--- src/hw/rtl/nvs_pkg.sv ---
// Shared types, widths and codes for the nearest vertex search core.
package nvs_pkg;

    // Field widths
    localparam int COORD_W     = 20;
    localparam int INDEX_W     = 12;
    localparam int COUNT_W     = 13;
    localparam int TDATA_IN_W  = 72;
    localparam int TDATA_OUT_W = 16;
    localparam int VERTEX_W    = 3 * COORD_W;

    // Distance arithmetic: difference magnitude, per-axis square, sum of three
    localparam int MAG_W  = COORD_W + 1;
    localparam int SQ_W   = 2 * MAG_W;
    localparam int DIST_W = SQ_W + 2;

    // Request queue between front and back
    localparam int QUEUE_DEPTH = 4;
    localparam int QPTR_W      = $clog2(QUEUE_DEPTH);
    localparam int QCNT_W      = $clog2(QUEUE_DEPTH + 1);

    // Default store depth
    localparam int MAX_VERTICES_DEF = 4096;

    // Request kind carried in tuser
    localparam logic REQ_LOAD  = 1'b0;
    localparam logic REQ_QUERY = 1'b1;

    // Command kind after classification
    typedef enum logic [1:0] {
        K_LOAD,
        K_QUERY,
        K_SKIP
    } t_kind;

    typedef struct packed {
        t_kind                      kind;
        logic [INDEX_W-1:0]         index;
        logic signed [COORD_W-1:0]  x;
        logic signed [COORD_W-1:0]  y;
        logic signed [COORD_W-1:0]  z;
    } t_cmd;

    // Head of the queue as seen by the back end
    typedef struct packed {
        logic valid;
        t_cmd cmd;
    } t_queue_head;

    typedef struct packed {
        logic [QCNT_W-1:0] count;
    } t_front_status;

    typedef struct packed {
        logic scanning;
        logic result_load;
    } t_back_status;

    typedef enum logic [1:0] {
        S_IDLE,
        S_SCAN,
        S_DONE
    } t_back_state;

endpackage

--- src/hw/rtl/nvs_front.sv ---
// Front end: accepts requests, classifies them and queues them for the back end.
module nvs_front #(
    parameter int MAX_VERTICES = nvs_pkg::MAX_VERTICES_DEF
) (
    input  logic                             i_clk,
    input  logic                             i_rst_n,
    input  logic                             s_axis_tvalid,
    output logic                             s_axis_tready,
    // vertex_index[11:0], coord_x[31:12], coord_y[51:32], coord_z[71:52]
    input  logic [nvs_pkg::TDATA_IN_W-1:0]   s_axis_tdata,
    // req_type[0]
    input  logic [0:0]                       s_axis_tuser,
    output nvs_pkg::t_queue_head             o_head,
    input  logic                             i_pop,
    output nvs_pkg::t_front_status           o_status
);

    nvs_pkg::t_cmd                  r_q_mem [nvs_pkg::QUEUE_DEPTH];
    logic [nvs_pkg::QPTR_W-1:0]     r_wr_ptr, n_wr_ptr;
    logic [nvs_pkg::QPTR_W-1:0]     r_rd_ptr, n_rd_ptr;
    logic [nvs_pkg::QCNT_W-1:0]     r_count, n_count;
    nvs_pkg::t_cmd                  w_cmd;
    logic                           w_push;

    // Unpack and classify the incoming request
    always_comb begin
        w_cmd.index = s_axis_tdata[nvs_pkg::INDEX_W-1:0];
        w_cmd.x     = s_axis_tdata[nvs_pkg::INDEX_W +: nvs_pkg::COORD_W];
        w_cmd.y     = s_axis_tdata[nvs_pkg::INDEX_W + nvs_pkg::COORD_W +: nvs_pkg::COORD_W];
        w_cmd.z     = s_axis_tdata[nvs_pkg::INDEX_W + 2 * nvs_pkg::COORD_W +: nvs_pkg::COORD_W];
        if (s_axis_tuser[0] == nvs_pkg::REQ_QUERY) begin
            w_cmd.kind = nvs_pkg::K_QUERY;
        end else if (32'(w_cmd.index) < 32'(MAX_VERTICES)) begin
            w_cmd.kind = nvs_pkg::K_LOAD;
        end else begin
            // drop loads beyond the store
            w_cmd.kind = nvs_pkg::K_SKIP;
        end
    end

    assign s_axis_tready = (r_count < nvs_pkg::QCNT_W'(nvs_pkg::QUEUE_DEPTH));
    assign w_push        = s_axis_tvalid & s_axis_tready;

    // Advance pointers and occupancy
    always_comb begin
        n_wr_ptr = r_wr_ptr;
        n_rd_ptr = r_rd_ptr;
        n_count  = r_count;
        if (w_push) begin
            n_wr_ptr = (r_wr_ptr == nvs_pkg::QPTR_W'(nvs_pkg::QUEUE_DEPTH - 1))
                       ? '0 : r_wr_ptr + 1'b1;
        end
        if (i_pop) begin
            n_rd_ptr = (r_rd_ptr == nvs_pkg::QPTR_W'(nvs_pkg::QUEUE_DEPTH - 1))
                       ? '0 : r_rd_ptr + 1'b1;
        end
        if (w_push && !i_pop) begin
            n_count = r_count + 1'b1;
        end else if (!w_push && i_pop) begin
            n_count = r_count - 1'b1;
        end
    end

    always_ff @(posedge i_clk) begin
        if (!i_rst_n) begin
            r_wr_ptr <= '0;
            r_rd_ptr <= '0;
            r_count  <= '0;
        end else begin
            r_wr_ptr <= n_wr_ptr;
            r_rd_ptr <= n_rd_ptr;
            r_count  <= n_count;
        end
    end

    // Store the request payload
    always_ff @(posedge i_clk) begin
        if (w_push) begin
            r_q_mem[r_wr_ptr] <= w_cmd;
        end
    end

    assign o_head.valid    = (r_count != '0);
    assign o_head.cmd      = r_q_mem[r_rd_ptr];
    assign o_status.count  = r_count;

endmodule

--- config.mk ---
export PLATFORM = sky130hd
export DESIGN_NAME = nvs_front
export DESIGN_NICKNAME = d
export VERILOG_FILES = /design/src/hw/rtl/nvs_pkg.sv /design/src/hw/rtl/nvs_front.sv
export SDC_FILE = /design/constraint.sdc
export NUM_CORES = 1
export LEC_CHECK = 0
export BUFFER_PORTS_ARGS = -buffer_cell sky130_fd_sc_hd__buf_2
export CAP_MARGIN = 5
export CORE_AREA = 2 2 164 150
export CTS_BUF_LIST = sky130_fd_sc_hd__clkbuf_8
export CTS_CLUSTER_DIAMETER = 50
export DETAILED_ROUTE_END_ITERATION = 16
export DIE_AREA = 0 0 166 152
export PLACE_DENSITY = 0.71
export SLEW_MARGIN = 10
export SYNTH_ARGS = -nofsm -noshare
export SYNTH_HDL_FRONTEND = slang
export SYNTH_SLANG_ARGS = --single-unit
export TNS_END_PERCENT = 50
--- constraint.sdc ---
create_clock -name i_clk -period 2.8 [get_ports i_clk]
set_input_delay 0.28 -clock i_clk [delete_from_list [all_inputs] [get_ports i_clk]]
set_output_delay 0.28 -clock i_clk [all_outputs]
set_load 0.005 [all_outputs]
==> metrics <==
Post-synth top flop edfxtp_1; Min-Delay Path Class input port to flop; DR iter-0 viols 426; die width 166 µm; max layer used met4; Die Y 152 µm; worst vdd ir 0.000452 V; CORE AREA 23700 µm²; count of pins over their slew limit 0; layout cells sized above 1 0.409; most frequent cells after synthesis 292 x edfxtp_1, 72 x mux4_2, 9 x dfxtp_1, 8 x buf_2, 7 x buf_12; area leader, netlist edfxtp_1; CP Cell Sequence buf_4 -> mux4_2 -> buf_2; routed len/inst 19.3 µm; CTS tree done; CP required 2.52 ns; clock period minus worst slack 2.42 ns; Global Route Usage Sum 0.161; slowest stage cell, crit path mux4_2; EDFF count, synth 292; area grow syn2layout 25.0%; # port buffers 154; synth unique cells 24; largest cells by area after synthesis edfxtp_1 79%, mux4_2 15%, dfxtp_1 1.6%, buf_12 1.3%, ha_1 0.68%; achievable frequency 0.414 GHz; total number of vias 5315; synth warn 0; Setup Skew 0.00777 ns; Synthesized Nets 513; Final Net Count 786; crit path kind flop to primary output; post-route design area 13900 µm²; total power 0.0102 W; Leak Pwr 4.82 nW; # resized after CTS 0; # clock sinks 301; most frequent cell after synthesis edfxtp_1; PwrDens 739 nW/µm²; drt drc 0; Crit path max-delay family multiplexers; Syn Area/Cell 25.8 µm²; Rows 54; Fin Hold WS 0.0521 ns; Yosys top cell area share 0.791; max_cap viols 0; Final Wtd Congestion 0.737; Starting Density 0.467; Post-Syn Area 11100 µm²; final setup vio count 0; CP endpoint kind primary output; Worst-Skew Late Latency 0.53 ns; Met1 Routed Length 8510 µm; global-route wire length before repair 31400 µm; FFs w/ async S/R, synth 0; vias in the first global route 5769; First-pass DRT Iterations 4; Worst EP arrival 2.14 ns; RSZ-0062 raised after global routing no; Max clock buf depth 3; Seq/Total Area, Yosys 0.807; worst path buffer plus inverter count 2; Reg clk slew, reported paths 0.06 ns; GRT overflow 0; Max-slew headroom 0.594; Vias/cell 5.09; largest net degree at the start of global routing 47; Die ar. 25200 µm²; Critical Path Fanout Max 15; dpl hpwl 12000 µm; initial antenna violation count 1; worst slack, placed 0.711 ns; Antenna Nets Post-Route 0; Worst-Margin Slew 0.609 ns; Worst setup SP type flop; CTS H-tree depth 2; clk root buf clkbuf_8; num ports 156; final WL 20200 µm; Setup TNS 0 ns; outcome finished, final reports clean; final setup margin 0.385 ns; Fin. Hold Viols 0; Synth Instances 429; TritonCTS Buffers 48; metal2 WL 10200 µm; met3 routed WL 1130 µm; CP max stage delay 0.56 ns; Synth Register Bits 301; Area after DPL 12300 µm²; period utilisation layout 0.863
## power breakdown
group	total [W]	internal, W	switching [W]	leakage [nW]
registers	0.00558	0.00544	0.000141	2.75
logic	0.00137	0.000699	0.000669	1.56
clock network	0.00330	0.00176	0.00154	0.513
## kinds of logic after synthesis
| family | Yosys count | synth area share |
|---|---|---|
| AOI/OAI and AO/OA | 3 | 0.00181 |
| other | 1 | 0.000338 |
| adders and majority gates | 7 | 0.00858 |
| buffers and inverters | 23 | 0.0201 |
| and+or+nand+nor | 15 | 0.00813 |
| muxes | 77 | 0.152 |
| xor gates and xnor gates | 2 | 0.00158 |
| DFF | 301 | 0.807 |
## worst paths after layout
path	startpoint	end	slack [ns]	depth (start not counted)
hold reg to reg	r_wr_ptr[1]	r_wr_ptr[1]	0.56	2
setup reg to reg	o_status[2]	o_status[2]	0.75	8
hold / removal	i_rst_n	flop	0.05	2
setup / recovery	flop	o_head[23]	0.38	3
## layout make-up
class                   count  area (µm²)
clock buffers              51         702
diodes                      1        2.50
clock inverters            33         159
inverters                   5        18.8
flip-flops and latches    301        8960
fillers                  1695        9860
well taps                 308         385
multi-input cells         105        1920
repair buffers            241        1710
## cell usage in the layout (no fill, tap or decap), types with 7 or more instances in the layout
cell type      Yosys  routed
dfxtp_1            9       7
mux4_2            72      72
buf_12             7       8
buf_2              8     154
edfxtp_1         292     292
dlygate4sd3_1      0      73
clkinv_1           0       7
clkbuf_8           0      51
inv_1              5      27
## layer usage
metal	up-vias	GRT usage
met3	33	0.0372
met2	174	0.274
met4	0	0.0476
met5	-	0
met1	2721	0.208
li1	2387	-
## metrics by stage
step / util / std cells
after floorplan: - / 429
after global placement: 0.517 / 887
after detailed placement: 0.517 / 887
after CTS: 0.584 / 1044
after global routing: 0.584 / 1045
final: 0.584 / 1045
## state kept, by name (all words and copies together) (netlist names), named ones only
signal    cells
r_rd_ptr      2
r_wr_ptr      2
o_status      3
r_q_mem     292
## worst reg2reg max path, stage by stage (launching register included)
cell	delay (ns)
dfxtp_1	0.35
nor2b_1	0.12
buf_4	0.17
ha_1	0.19
inv_1	0.06
fa_1	0.38
xor2_1	0.18
or3_1	0.30
a21boi_0	0.20
## repair_timing
action,CTS,global route
hold buffers,73,0
hold endpoints to repair,292,0
buffers inserted,0,0
Note: power is estimated with default switching activity, not from simulation.
